**src/hw/rtl/dcc_bit_and_packet_decoder_macros.svh**
```systemverilog
// Assertion helpers used by the decoder framer.
`ifndef DCC_BIT_AND_PACKET_DECODER_MACROS_SVH
`define DCC_BIT_AND_PACKET_DECODER_MACROS_SVH

// Check a condition at every clock edge outside reset.
`define DCCD_ASSERT_NOW(label, cond, msg) \
    label: assert property (@(posedge clk) disable iff (!rst_n) (cond)) \
        else $error(msg);

// Check that a trigger implies a consequence at the same edge.
`define DCCD_ASSERT_IMPL(label, ante, cons, msg) \
    label: assert property (@(posedge clk) disable iff (!rst_n) (ante) |-> (cons)) \
        else $error(msg);

// Check that a trigger implies a consequence at the next edge.
`define DCCD_ASSERT_NEXT(label, ante, cons, msg) \
    label: assert property (@(posedge clk) disable iff (!rst_n) (ante) |=> (cons)) \
        else $error(msg);

`endif

```
**src/hw/rtl/dccd_pkg.sv**
```systemverilog
`default_nettype none

package dccd_pkg;

    typedef struct packed {
        logic        edge_rising;
        logic [31:0] edge_time;
    } edge_item_t;

    typedef struct packed {
        logic [7:0] packet_byte;
        logic       last_byte;
    } byte_item_t;

    typedef struct packed {
        logic [15:0] one_min_len;
        logic [15:0] one_max_len;
        logic [15:0] zero_min_len;
        logic [15:0] zero_max_len;
        logic [4:0]  preamble_min;
        logic [4:0]  preamble_max;
    } cfg_t;

    typedef enum logic {
        ST_SEARCH,
        ST_DATA
    } framer_state_t;

    localparam int unsigned CFG_INDEX_W = 3;
    localparam int unsigned CFG_DATA_W  = 16;

    localparam logic [CFG_INDEX_W-1:0] REG_ONE_MIN  = 3'd0;
    localparam logic [CFG_INDEX_W-1:0] REG_ONE_MAX  = 3'd1;
    localparam logic [CFG_INDEX_W-1:0] REG_ZERO_MIN = 3'd2;
    localparam logic [CFG_INDEX_W-1:0] REG_ZERO_MAX = 3'd3;
    localparam logic [CFG_INDEX_W-1:0] REG_PRE_MIN  = 3'd4;
    localparam logic [CFG_INDEX_W-1:0] REG_PRE_MAX  = 3'd5;

    localparam logic [15:0] RST_ONE_MIN  = 16'd52;
    localparam logic [15:0] RST_ONE_MAX  = 16'd64;
    localparam logic [15:0] RST_ZERO_MIN = 16'd90;
    localparam logic [15:0] RST_ZERO_MAX = 16'd10000;
    localparam logic [4:0]  RST_PRE_MIN  = 5'd10;
    localparam logic [4:0]  RST_PRE_MAX  = 5'd12;

    localparam logic [3:0] BYTE_BITS    = 4'd8;
    localparam logic [4:0] PREAMBLE_SAT = 5'd31;

endpackage

`default_nettype wire

```
**src/hw/rtl/dccd_fifo.sv**
```systemverilog
`default_nettype none

module dccd_fifo #(
    parameter int unsigned WIDTH = 1,
    parameter int unsigned DEPTH = 2
) (
    input  wire logic             clk,
    input  wire logic             rst_n,
    input  wire logic             push,
    input  wire logic [WIDTH-1:0] wr_data,
    output logic                  full,
    input  wire logic             pop,
    output logic [WIDTH-1:0]      rd_data,
    output logic                  empty
);

    localparam int unsigned PTR_W = (DEPTH > 1) ? $clog2(DEPTH) : 1;
    localparam int unsigned CNT_W = $clog2(DEPTH + 1);
    localparam logic [PTR_W-1:0] LAST_PTR  = PTR_W'(DEPTH - 1);
    localparam logic [CNT_W-1:0] DEPTH_CNT = CNT_W'(DEPTH);

    logic [WIDTH-1:0] mem_reg [DEPTH];
    logic [PTR_W-1:0] wr_ptr_reg, wr_ptr_next;
    logic [PTR_W-1:0] rd_ptr_reg, rd_ptr_next;
    logic [CNT_W-1:0] count_reg, count_next;
    logic             do_push, do_pop;

    assign full    = (count_reg == DEPTH_CNT);
    assign empty   = (count_reg == '0);
    assign do_push = push && !full;
    assign do_pop  = pop && !empty;
    assign rd_data = mem_reg[rd_ptr_reg];

    always_comb
    begin
        wr_ptr_next = wr_ptr_reg;
        rd_ptr_next = rd_ptr_reg;
        count_next  = count_reg;
        if (do_push)
        begin
            wr_ptr_next = (wr_ptr_reg == LAST_PTR) ? '0 : wr_ptr_reg + 1'b1;
        end
        if (do_pop)
        begin
            rd_ptr_next = (rd_ptr_reg == LAST_PTR) ? '0 : rd_ptr_reg + 1'b1;
        end
        if (do_push && !do_pop)
        begin
            count_next = count_reg + 1'b1;
        end
        else if (do_pop && !do_push)
        begin
            count_next = count_reg - 1'b1;
        end
    end

    always_ff @(posedge clk or negedge rst_n)
    begin
        if (!rst_n)
        begin
            wr_ptr_reg <= '0;
            rd_ptr_reg <= '0;
            count_reg  <= '0;
        end
        else
        begin
            wr_ptr_reg <= wr_ptr_next;
            rd_ptr_reg <= rd_ptr_next;
            count_reg  <= count_next;
        end
    end

    always_ff @(posedge clk)
    begin
        if (do_push)
        begin
            mem_reg[wr_ptr_reg] <= wr_data;
        end
    end

endmodule

`default_nettype wire

```
**src/hw/rtl/dccd_front.sv**
```systemverilog
`default_nettype none

module dccd_front
    import dccd_pkg::*;
#(
    parameter int unsigned TIME_BITS = 32
) (
    input  wire logic       clk,
    input  wire logic       rst_n,
    input  wire cfg_t       cfg,
    input  wire logic       push,
    input  wire edge_item_t edge_item,
    output logic            full,
    output logic            bit_push,
    output logic            bit_value,
    input  wire logic       bit_full
);

    logic [TIME_BITS-1:0] rise_time_reg, rise_time_next;
    logic                 rise_seen_reg, rise_seen_next;
    logic [TIME_BITS-1:0] time_now;
    logic [TIME_BITS-1:0] high_len;
    logic                 accept;
    logic                 is_one, is_zero;

    assign full     = bit_full;
    assign accept   = push && !bit_full;
    assign time_now = TIME_BITS'(edge_item.edge_time);
    assign high_len = time_now - rise_time_reg;

    assign is_one  = (high_len >= TIME_BITS'(cfg.one_min_len))
                  && (high_len <= TIME_BITS'(cfg.one_max_len));
    assign is_zero = (high_len >= TIME_BITS'(cfg.zero_min_len))
                  && (high_len <= TIME_BITS'(cfg.zero_max_len));

    // One window wins when both match.
    assign bit_value = is_one;
    assign bit_push  = accept && !edge_item.edge_rising && rise_seen_reg && (is_one || is_zero);

    always_comb
    begin
        rise_time_next = rise_time_reg;
        rise_seen_next = rise_seen_reg;
        if (accept && edge_item.edge_rising)
        begin
            rise_time_next = time_now;
            rise_seen_next = 1'b1;
        end
    end

    always_ff @(posedge clk or negedge rst_n)
    begin
        if (!rst_n)
        begin
            rise_time_reg <= '0;
            rise_seen_reg <= 1'b0;
        end
        else
        begin
            rise_time_reg <= rise_time_next;
            rise_seen_reg <= rise_seen_next;
        end
    end

endmodule

`default_nettype wire

```
**src/hw/rtl/dccd_framer.sv**
```systemverilog
`default_nettype none
`include "dcc_bit_and_packet_decoder_macros.svh"

module dccd_framer
    import dccd_pkg::*;
(
    input  wire logic  clk,
    input  wire logic  rst_n,
    input  wire cfg_t  cfg,
    input  wire logic  bit_valid,
    input  wire logic  bit_value,
    output logic       bit_take,
    output logic       out_push,
    output byte_item_t out_item,
    input  wire logic  out_full
);

    framer_state_t state_reg, state_next;
    logic [4:0]    preamble_reg, preamble_next;
    logic [3:0]    bits_reg, bits_next;
    logic [7:0]    shift_reg, shift_next;
    logic          pre_ok;
    logic          byte_done;

    assign bit_take  = bit_valid && !out_full;
    assign pre_ok    = (preamble_reg >= cfg.preamble_min) && (preamble_reg <= cfg.preamble_max);
    assign byte_done = (state_reg == ST_DATA) && (bits_reg == BYTE_BITS);

    // Next state.
    always_comb
    begin
        state_next = state_reg;
        if (bit_take)
        begin
            unique case (state_reg)
                ST_SEARCH:
                begin
                    if (!bit_value && pre_ok)
                    begin
                        state_next = ST_DATA;
                    end
                end
                ST_DATA:
                begin
                    if (byte_done && bit_value)
                    begin
                        state_next = ST_SEARCH;
                    end
                end
                default: state_next = ST_SEARCH;
            endcase
        end
    end

    // Datapath and outputs.
    always_comb
    begin
        preamble_next        = preamble_reg;
        bits_next            = bits_reg;
        shift_next           = shift_reg;
        out_push             = 1'b0;
        out_item.packet_byte = shift_reg;
        out_item.last_byte   = bit_value;
        if (bit_take)
        begin
            unique case (state_reg)
                ST_SEARCH:
                begin
                    if (bit_value)
                    begin
                        if (preamble_reg != PREAMBLE_SAT)
                        begin
                            preamble_next = preamble_reg + 5'd1;
                        end
                    end
                    else
                    begin
                        preamble_next = '0;
                        bits_next     = '0;
                        shift_next    = '0;
                    end
                end
                ST_DATA:
                begin
                    if (byte_done)
                    begin
                        out_push      = 1'b1;
                        bits_next     = '0;
                        shift_next    = '0;
                        preamble_next = '0;
                    end
                    else
                    begin
                        shift_next = {shift_reg[6:0], bit_value};
                        bits_next  = bits_reg + 4'd1;
                    end
                end
                default:
                begin
                    preamble_next = '0;
                end
            endcase
        end
    end

    always_ff @(posedge clk or negedge rst_n)
    begin
        if (!rst_n)
        begin
            state_reg    <= ST_SEARCH;
            preamble_reg <= '0;
            bits_reg     <= '0;
            shift_reg    <= '0;
        end
        else
        begin
            state_reg    <= state_next;
            preamble_reg <= preamble_next;
            bits_reg     <= bits_next;
            shift_reg    <= shift_next;
        end
    end

    `DCCD_ASSERT_IMPL(a_search_no_bits, state_reg == ST_SEARCH, bits_reg == '0, "bit count not clear in search")
    `DCCD_ASSERT_IMPL(a_push_full_byte, out_push, byte_done && !out_full, "byte emitted before eight bits")
    `DCCD_ASSERT_NEXT(a_last_to_search, out_push && out_item.last_byte, state_reg == ST_SEARCH, "no return to search after last byte")

endmodule

`default_nettype wire

```
**src/hw/rtl/dcc_bit_and_packet_decoder.sv**
```systemverilog
`default_nettype none

// DCC track decoder: push one track edge per request (edge_rising plus a free-running
// microsecond edge_time) and pop decoded packet bytes, each flagged last_byte when the
// separator after it was a one. A rising edge stores its time; a falling edge measures
// the high time modulo 2^TIME_BITS and becomes a one or zero bit through the
// one_*_len / zero_*_len windows (one wins on overlap, other lengths are dropped).
// A front stage classifies edges into a small bit queue; a framer hunts for
// preamble_min..preamble_max ones followed by a zero, then packs eight bits MSB first
// plus a separator per byte into the result queue. One edge is taken per clock while
// the bit queue has room; the framer drains one bit per clock while the result queue
// has room, so a full result queue backs up into the bit queue and then stalls the
// input. With both queues flowing, the bit that completes a byte is written to the bit
// queue, and the byte then to the result queue, before it shows at the result ports.
// Write config registers (index 0..5: one_min, one_max, zero_min, zero_max,
// preamble_min, preamble_max) only when idle; unknown indexes are dropped.
module dcc_bit_and_packet_decoder
    import dccd_pkg::*;
#(
    parameter int unsigned TIME_BITS = 32,
    parameter int unsigned BIT_DEPTH = 2,
    parameter int unsigned OUT_DEPTH = 2
) (
    input  wire logic                   clk,
    input  wire logic                   rst_n,
    input  wire logic                   cfg_we,
    input  wire logic [CFG_INDEX_W-1:0] cfg_index,
    input  wire logic [CFG_DATA_W-1:0]  cfg_data,
    input  wire logic                   push,
    input  wire edge_item_t             edge_item,
    output logic                        full,
    input  wire logic                   pop,
    output byte_item_t                  byte_item,
    output logic                        empty
);

    cfg_t       cfg_reg, cfg_next;
    logic       bit_push, bit_value, bit_full;
    logic       bit_empty, bit_head, bit_take;
    logic       out_push, out_full;
    byte_item_t out_item;

    // Register bank: mask each value to its register width.
    always_comb
    begin
        cfg_next = cfg_reg;
        if (cfg_we)
        begin
            unique case (cfg_index)
                REG_ONE_MIN:  cfg_next.one_min_len  = cfg_data;
                REG_ONE_MAX:  cfg_next.one_max_len  = cfg_data;
                REG_ZERO_MIN: cfg_next.zero_min_len = cfg_data;
                REG_ZERO_MAX: cfg_next.zero_max_len = cfg_data;
                REG_PRE_MIN:  cfg_next.preamble_min = cfg_data[4:0];
                REG_PRE_MAX:  cfg_next.preamble_max = cfg_data[4:0];
                default:      cfg_next = cfg_reg;
            endcase
        end
    end

    always_ff @(posedge clk or negedge rst_n)
    begin
        if (!rst_n)
        begin
            cfg_reg.one_min_len  <= RST_ONE_MIN;
            cfg_reg.one_max_len  <= RST_ONE_MAX;
            cfg_reg.zero_min_len <= RST_ZERO_MIN;
            cfg_reg.zero_max_len <= RST_ZERO_MAX;
            cfg_reg.preamble_min <= RST_PRE_MIN;
            cfg_reg.preamble_max <= RST_PRE_MAX;
        end
        else
        begin
            cfg_reg <= cfg_next;
        end
    end

    // Classify edges into bits.
    dccd_front #(
        .TIME_BITS (TIME_BITS)
    ) u_front (
        .clk       (clk),
        .rst_n     (rst_n),
        .cfg       (cfg_reg),
        .push      (push),
        .edge_item (edge_item),
        .full      (full),
        .bit_push  (bit_push),
        .bit_value (bit_value),
        .bit_full  (bit_full)
    );

    // Decouple classifier from framer.
    dccd_fifo #(
        .WIDTH (1),
        .DEPTH (BIT_DEPTH)
    ) u_bit_q (
        .clk     (clk),
        .rst_n   (rst_n),
        .push    (bit_push),
        .wr_data (bit_value),
        .full    (bit_full),
        .pop     (bit_take),
        .rd_data (bit_head),
        .empty   (bit_empty)
    );

    // Frame bits into bytes.
    dccd_framer u_framer (
        .clk       (clk),
        .rst_n     (rst_n),
        .cfg       (cfg_reg),
        .bit_valid (!bit_empty),
        .bit_value (bit_head),
        .bit_take  (bit_take),
        .out_push  (out_push),
        .out_item  (out_item),
        .out_full  (out_full)
    );

    // Hold finished bytes until popped.
    dccd_fifo #(
        .WIDTH ($bits(byte_item_t)),
        .DEPTH (OUT_DEPTH)
    ) u_out_q (
        .clk     (clk),
        .rst_n   (rst_n),
        .push    (out_push),
        .wr_data (out_item),
        .full    (out_full),
        .pop     (pop),
        .rd_data (byte_item),
        .empty   (empty)
    );

endmodule

`default_nettype wire
```
**config.mk**
```make
export PLATFORM = sky130hd
export DESIGN_NAME = dcc_bit_and_packet_decoder
export DESIGN_NICKNAME = d
export VERILOG_FILES = /design/src/hw/rtl/dccd_pkg.sv /design/src/hw/rtl/dccd_fifo.sv /design/src/hw/rtl/dccd_front.sv /design/src/hw/rtl/dccd_framer.sv /design/src/hw/rtl/dcc_bit_and_packet_decoder.sv
export VERILOG_INCLUDE_DIRS = /design/src /design/src/hw/rtl
export SDC_FILE = /design/constraint.sdc
export NUM_CORES = 1
export LEC_CHECK = 0
export BUFFER_PORTS_ARGS = -buffer_cell sky130_fd_sc_hd__buf_2
export CORE_MARGIN = 4
export CORE_UTILIZATION = 55
export CTS_BUF_LIST = sky130_fd_sc_hd__clkbuf_4
export CTS_CLUSTER_SIZE = 16
export DETAILED_ROUTE_END_ITERATION = 7
export GPL_ROUTABILITY_DRIVEN = 0
export HOLD_SLACK_MARGIN = 0.08
export PLACE_DENSITY = 0.74
export SYNTH_ARGS = -nofsm -noshare
export SYNTH_HDL_FRONTEND = slang
export SYNTH_SLANG_ARGS = --single-unit
```
**constraint.sdc**
```tcl
create_clock -name clk -period 6.12 [get_ports clk]
set_input_delay 1.224 -clock clk [delete_from_list [all_inputs] [get_ports clk]]
set_output_delay 1.224 -clock clk [all_outputs]
set_load 0.03 [all_outputs]
```
==> results of run 1 <==
placed cells by master, fill, tap and decap left out, drive strengths merged, types with 5 or more instances in the layout:
master  count
ha        111
a21o       20
nand2b      8
nor2       27
nand3      17
xnor2      24
o211ai      6
edfxtp     20
dfrtp     116
inv       124
nand2     115
nor4        8
o31ai       6
buf        72
o21a       13
xor2       12
nor2b      12
mux2       65
o21ai     102
clkbuf     17
dfstp      17
nand4      18
nor3       21
a21oi      57
and3        5
final cells by class:
type	instances	area [µm²]
fillers	1506	6679
clock buffers	17	127.6
repair buffers	72	379.1
diodes	1	2.502
well taps	225	281.5
flip-flops and latches	153	3950
multi-input cells	716	5305
inverters	118	442.9
clock inverters	15	188.9
metal layers:
metal | track usage | up-vias | share of wire | routed length [µm]
met4 | 0.05657 | 0 | 0.016 | 339
met2 | 0.3669 | 180 | 0.48 | 10240
met5 | 0 | - | 0 | 0
met1 | 0.3057 | 3478 | 0.46 | 9960
met3 | 0.03640 | 33 | 0.042 | 908
li1 | - | 3724 | - | -
stage by stage:
stage | area [µm²] | worst slack (ns) | power, mW | instances | utilization
CTS | 10680 | 1.266 | 5.345 | 1316 | 0.6151
global route | 10680 | 0.7522 | 5.872 | 1317 | 0.6152
finish | 10680 | 1.204 | 5.354 | 1317 | 0.6152
global placement | 10360 | 0.8350 | 4.537 | 1284 | 0.5968
detailed placement | 10360 | 0.6218 | 4.617 | 1284 | 0.5968
floorplan | 9797 | 1.308 | 3.904 | 1016 | -
critical path: stages:
cell and delay [ns]:
buf_2 0.10, inv_1 0.05, ha_1 0.22, fa_1 0.39, nand2b_1 0.20, a21oi_2 0.24, nor2b_2 0.10, nor2b_1 0.12
nor2_1 0.07, o21ai_0 0.21, xnor2_1 0.18, ha_1 0.33, nand2_1 0.05, nor3_1 0.27, nand3_1 0.14, or3_1 0.40
a22oi_1 0.24, o21ai_0 0.18, nor2_1 0.14, ha_1 0.27, nor2_1 0.14, xor2_1 0.15
kinds of logic (layout without fill, tap and decap cells):
family	after synthesis	count (layout)	synth area share
AND/OR/NAND/NOR	252	252	0.1243
multiplexers	67	67	0.07676
AO/OA/AOI/OAI	249	249	0.1603
XOR/XNOR	36	36	0.03218
other	0	1	0
flip-flops	153	153	0.4032
adder cells (fa/ha/maj)	112	112	0.1438
buffers and inverters	147	222	0.05951
power by group:
| part | internal, mW | switching [mW] | leakage, nW | total (mW) |
|---|---|---|---|---|
| sequential | 1.34 | 0.168 | 1.75 | 1.50 |
| clock | 0.291 | 0.408 | 0.160 | 0.699 |
| combinational | 1.32 | 1.84 | 3.03 | 3.15 |
worst paths after layout:
| kind | cells past startpoint | to | slack, ns | from |
|---|---|---|---|---|
| max reg2reg | 19 | u_bit_q.count_reg[1]$_DFFE_PN0P_ | 1.54 | u_front.rise_time_reg[1]$_DFFE_PN0P_ |
| min reg2reg | 1 | u_front.rise_seen_reg$_DFFE_PN0P_ | 0.48 | u_front.rise_seen_reg$_DFFE_PN0P_ |
| max | 22 | u_bit_q.count_reg[1]$_DFFE_PN0P_ | 1.20 | edge_item[0] |
| min | 1 | u_front.rise_seen_reg$_DFFE_PN0P_ | 0.48 | u_front.rise_seen_reg$_DFFE_PN0P_ |
| max in group asynchronous | 2 | u_front.rise_time_reg[7]$_DFFE_PN0P_ | 4.28 | rst_n |
| min in group asynchronous | 1 | cfg_reg[7]$_DFFE_PN0P_ | 0.65 | rst_n |
==> run_results.csv, run 1 <==
group,metric,value,unit
synthesis,syn-cell-area,9797,µm²
placed_design,dpl.hpwl,16.21,mm
setup_path,cp.required,6.64,ns
cts,clock_latency,0.60,ns
cts,htreeDepth,4,
timing,finalMaxSlewViolations,0,
timing,tightest_slew,1.110,ns
hold_path,hp-class,"register to register",
floorplan,coreArea,17360,µm²
placed_design,port_buffers,67,
detailed_routing,drtIter0Drc,513,
grt,grt_pass1_wl,35.91,mm
run_status,outcome,"finished clean",
setup_path,endpoint_kind,"register",
setup_path,worstPathArrival,5.43,ns
detailed_routing,detail-route-antenna-nets,0,
cts,cts_setup_buffers,0,
timing,min_period_over_period,0.8033,
detailed_routing,drc,0,
cts,cts_tree,"built",
timing,setup_tns,0,ns
timing,max_freq,203.4,MHz
synthesis,synth-edff-count,20,
synthesis,async_flop_share,0.8693,
cts,ctsHoldBuffers,0,
floorplan,fp.dieH,141.5,µm
grt,antenna_found_initial,1,
detailed_routing,via_count,7415,
layout,nets,1247,
layout,drive_above_1_share,0.1934,
grt,grt_pass1_vias,7278,
synthesis,synthCells,1016,
floorplan,dieWidth,141.5,µm
timing,rsz0062_at_grt,"no",
detailed_routing,drt-total-wl,21.45,mm
timing,hold_viol_final,0,
layout,syn_to_final_growth,8.991,%
flow_run,cap_violations,0,
synthesis,postSynth.topFlopCell,"dfrtp_1",
setup_path,cp-start-kind,"primary input",
synthesis,syn_avg_cell_area,9.643,µm²
floorplan,dieArea,20010,µm²
floorplan,io_pins,68,
layout,largest_reg_flops,74,
power,powerDensity,501.4,nW/µm²
cts,cts-resized-gates,0,
synthesis,synth_cell_types,77,
cts,path_clk_slew,0.13,ns
floorplan,initial_utilization,0.5644,
floorplan,rows,48,
synthesis,synth_top_area_cell,"dfrtp_1",
synthesis,synthTopCellsByArea,"dfrtp_1 (30%), ha_1 (14%), mux2_2 (7.5%), edfxtp_1 (6.1%), o21ai_0 (4.8%)",
cts,ctsRootBufferMaster,"clkbuf_4",
timing,fin_crit,4.916,ns
timing,fin_skew,0.02577,ns
grt,grt-ovfl-total,0,
timing,slew_headroom,0.2562,
grt,grt_max_degree,82,
power,power.leakage,4.944,nW
timing,timing.hold.ws,0.4838,ns
grt,grt_usage,0.2216,
cts,clock_path_buffers,2,
synthesis,seq_area_frac_synth,0.4032,
detailed_routing,wl_per_cell,16.29,µm
setup_path,cp_max_fo,4,
detailed_routing,drtPass1Iterations,5,
power,ir_drop,225.7,µV
setup_path,critPathKind,"primary input to register",
synthesis,syn_nets,1185,
timing,final-setup-viol-count,0,
synthesis,ys_warn_count,0,
synthesis,synth_common_cells,"dfrtp_1 (116), inv_1 (116), nand2_1 (115), ha_1 (111), o21ai_0 (93)",
synthesis,ys_ff_latch,153,
cts,numCtsBuffers,17,
cts,cts_sinks,153,
detailed_routing,vias_per_cell,5.630,
synthesis,synth_top_area_frac,0.2963,
Power figures use the tool's default switching activity.
==> inputs of run 2 (changes only) <==
clock period = 4.8 ns   (was 6.12 ns; I/O delays follow)
==> run_results.csv, run 2 (synthesis gave the netlist of run 1 again) <==
group,metric,value,unit
setup_path,startpoint,"edge_item[0]",
floorplan,fp.dieH,141.5,µm
cts,htreeDepth,4,
floorplan,rows,48,
placed_design,dpl.cell_count,1324,
grt,grt-ovfl-total,0,
setup_path,crit_family,"adder cells",
detailed_routing,drtIter0Drc,508,
layout,nets,1287,
layout,layoutNonFillerInstCount,1357,
detailed_routing,wl_per_cell,15.64,µm
setup_path,cp-start-kind,"primary input",
grt,grt_pass1_vias,7329,
power,power,7.181,mW
floorplan,dieArea,20010,µm²
setup_path,worst_path_max_delay_cell,"fa_1",
floorplan,dieWidth,141.5,µm
detailed_routing,drtPass1Iterations,5,
setup_path,crit_chain,"buf_2 -> inv_1 -> ha_1 -> fa_1 -> nand2b_1 -> a21oi_2 -> nor2b_2 -> nor2b_1 -> nor2_1 -> xnor2_1 -> buf_4 -> buf_4 -> ha_1 -> nand4_1 -> buf_4 -> a211oi_1 -> o22ai_1 -> nand2_1 -> a2bb2oi_1 -> o21ai_0 -> nor2_1 -> ha_1 -> nor2_1 -> xor2_1",
setup_path,cp.required,5.29,ns
cts,numCtsBuffers,17,
timing,hold_viol_final,0,
floorplan,coreArea,17360,µm²
cts,cts_sinks,153,
run_status,outcome,"finished clean",
detailed_routing,drc,0,
setup_path,cp_max_fo,3,
placed_design,dpl.hpwl,16.52,mm
timing,slew_headroom,0.2758,
detailed_routing,drt-total-wl,21.22,mm
layout,syn_to_final_growth,12.07,%
cts,clock_latency,0.56,ns
setup_path,critPathMaxStageDelay,0.38,ns
timing,timing.hold.ws,0.4113,ns
detailed_routing,via_count,7629,
grt,grt_pass1_wl,35.80,mm
layout,drive_above_1_share,0.2228,
setup_path,r2r_end,"u_bit_q.count_reg[1]$_DFFE_PN0P_",
power,powerDensity,654.0,nW/µm²
setup_path,endpoint_kind,"register",
timing,final-setup-viol-count,0,
power,ir_drop,275.9,µV
setup_path,r2r-start,"u_front.rise_time_reg[0]$_DFFE_PN0P_",
setup_path,critPathKind,"primary input to register",
power,power.leakage,5.148,nW
cts,path_clk_slew,0.14,ns
floorplan,io_pins,68,
hold_path,hp-class,"primary input to asynchronous set/reset pin",
grt,antenna_found_initial,1,
flow_run,cap_violations,0,
cts,ctsRootBufferMaster,"clkbuf_4",
setup_path,worstPathArrival,4.94,ns
placed_design,port_buffers,67,
grt,grt_usage,0.2207,
detailed_routing,detail-route-antenna-nets,0,
setup_path,critPathBufInv,5,
layout,mostFrequentLayoutCells,"inv_1 (116), dfrtp_1 (116), nand2_1 (115)",
timing,fin_crit,4.447,ns
layout,largest_reg_flops,74,
setup_path,worstRegToRegCells,22,
setup_path,rrSetupSlack,0.49,ns
layout,finish.utilization,0.6326,
cts,clock_path_buffers,2,
cts,cts_tree,"built",
timing,max_freq,224.9,MHz
timing,min_period_over_period,0.9265,
grt,grt_max_degree,75,
timing,rsz0062_at_grt,"no",
detailed_routing,vias_per_cell,5.622,
cts,cts_setup_buffers,0,
timing,tightest_slew,1.081,ns
timing,finalMaxSlewViolations,0,
timing,fin_skew,0.02349,ns
floorplan,initial_utilization,0.5644,
## run 2: cell types whose count changed in the layout (fill, tap and decap cells not counted)
cell        previous run  this run
a2111oi_1              1         2
clkinv_2               0         2
buf_4                  5        45
inv_6                  5         6
o21ai_0               93        92
clkinvlp_4             3         1
a2111oi_0              3         2
o21ai_1                8         9
clkinv_1               1         0
## run 2: through the flow
stage          area, µm²  TNS [ns]  setup WS (ns)
5_1_grt            10980         0      0.0002576
4_1_cts            10980         0         0.3654
6_report           10980         0         0.3527
2_1_floorplan       9797         0         0.2519
3_5_place_dp       10660   -0.3699        -0.2488
3_3_place_gp       10660  -0.09644       -0.09644
## run 2: cell type report
| class | instances | area, µm² |
|---|---|---|
| flip-flops and latches | 153 | 3950 |
| clock inverters | 15 | 188.9 |
| well taps | 225 | 281.5 |
| clock buffers | 17 | 127.6 |
| fillers | 1435 | 6377 |
| multi-input cells | 716 | 5306 |
| diodes | 1 | 2.502 |
| repair buffers | 112 | 679.4 |
| inverters | 118 | 442.9 |
## run 2: worst max path at each step
stage,end,slack [ns],cells past startpoint
2_1_floorplan,u_bit_q.count_reg[1]$_DFFE_PN0P_,0.25,22
3_3_place_gp,u_bit_q.count_reg[1]$_DFFE_PN0P_,-0.1,24
3_5_place_dp,u_bit_q.count_reg[1]$_DFFE_PN0P_,-0.25,23
4_1_cts,u_bit_q.count_reg[1]$_DFFE_PN0P_,0.37,22
5_1_grt,u_bit_q.count_reg[1]$_DFFE_PN0P_,0.0003,24
6_report,u_bit_q.count_reg[1]$_DFFE_PN0P_,0.35,24
## run 2: repair_timing
action                                  CTS  global route
hold endpoints to repair                  0             0
gates resized for setup                   0             2
hold buffers                              0             0
endpoints found under the setup margin    0             1
## run 2: routing by layer
metal,vias to the layer above,part of all wire,track usage
met5,-,0,0
met4,0,0.026,0.07626
met3,44,0.045,0.04213
met2,206,0.45,0.3441
met1,3568,0.48,0.3107
li1,3811,-,-
## run 2: power by group
group | leakage [nW] | total [mW] | switching (mW) | internal [mW]
sequential | 1.75 | 1.91 | 0.209 | 1.70
combinational | 3.22 | 4.38 | 2.41 | 1.97
clock | 0.170 | 0.891 | 0.516 | 0.374
total | 5.15 | 7.18 | 3.14 | 4.04
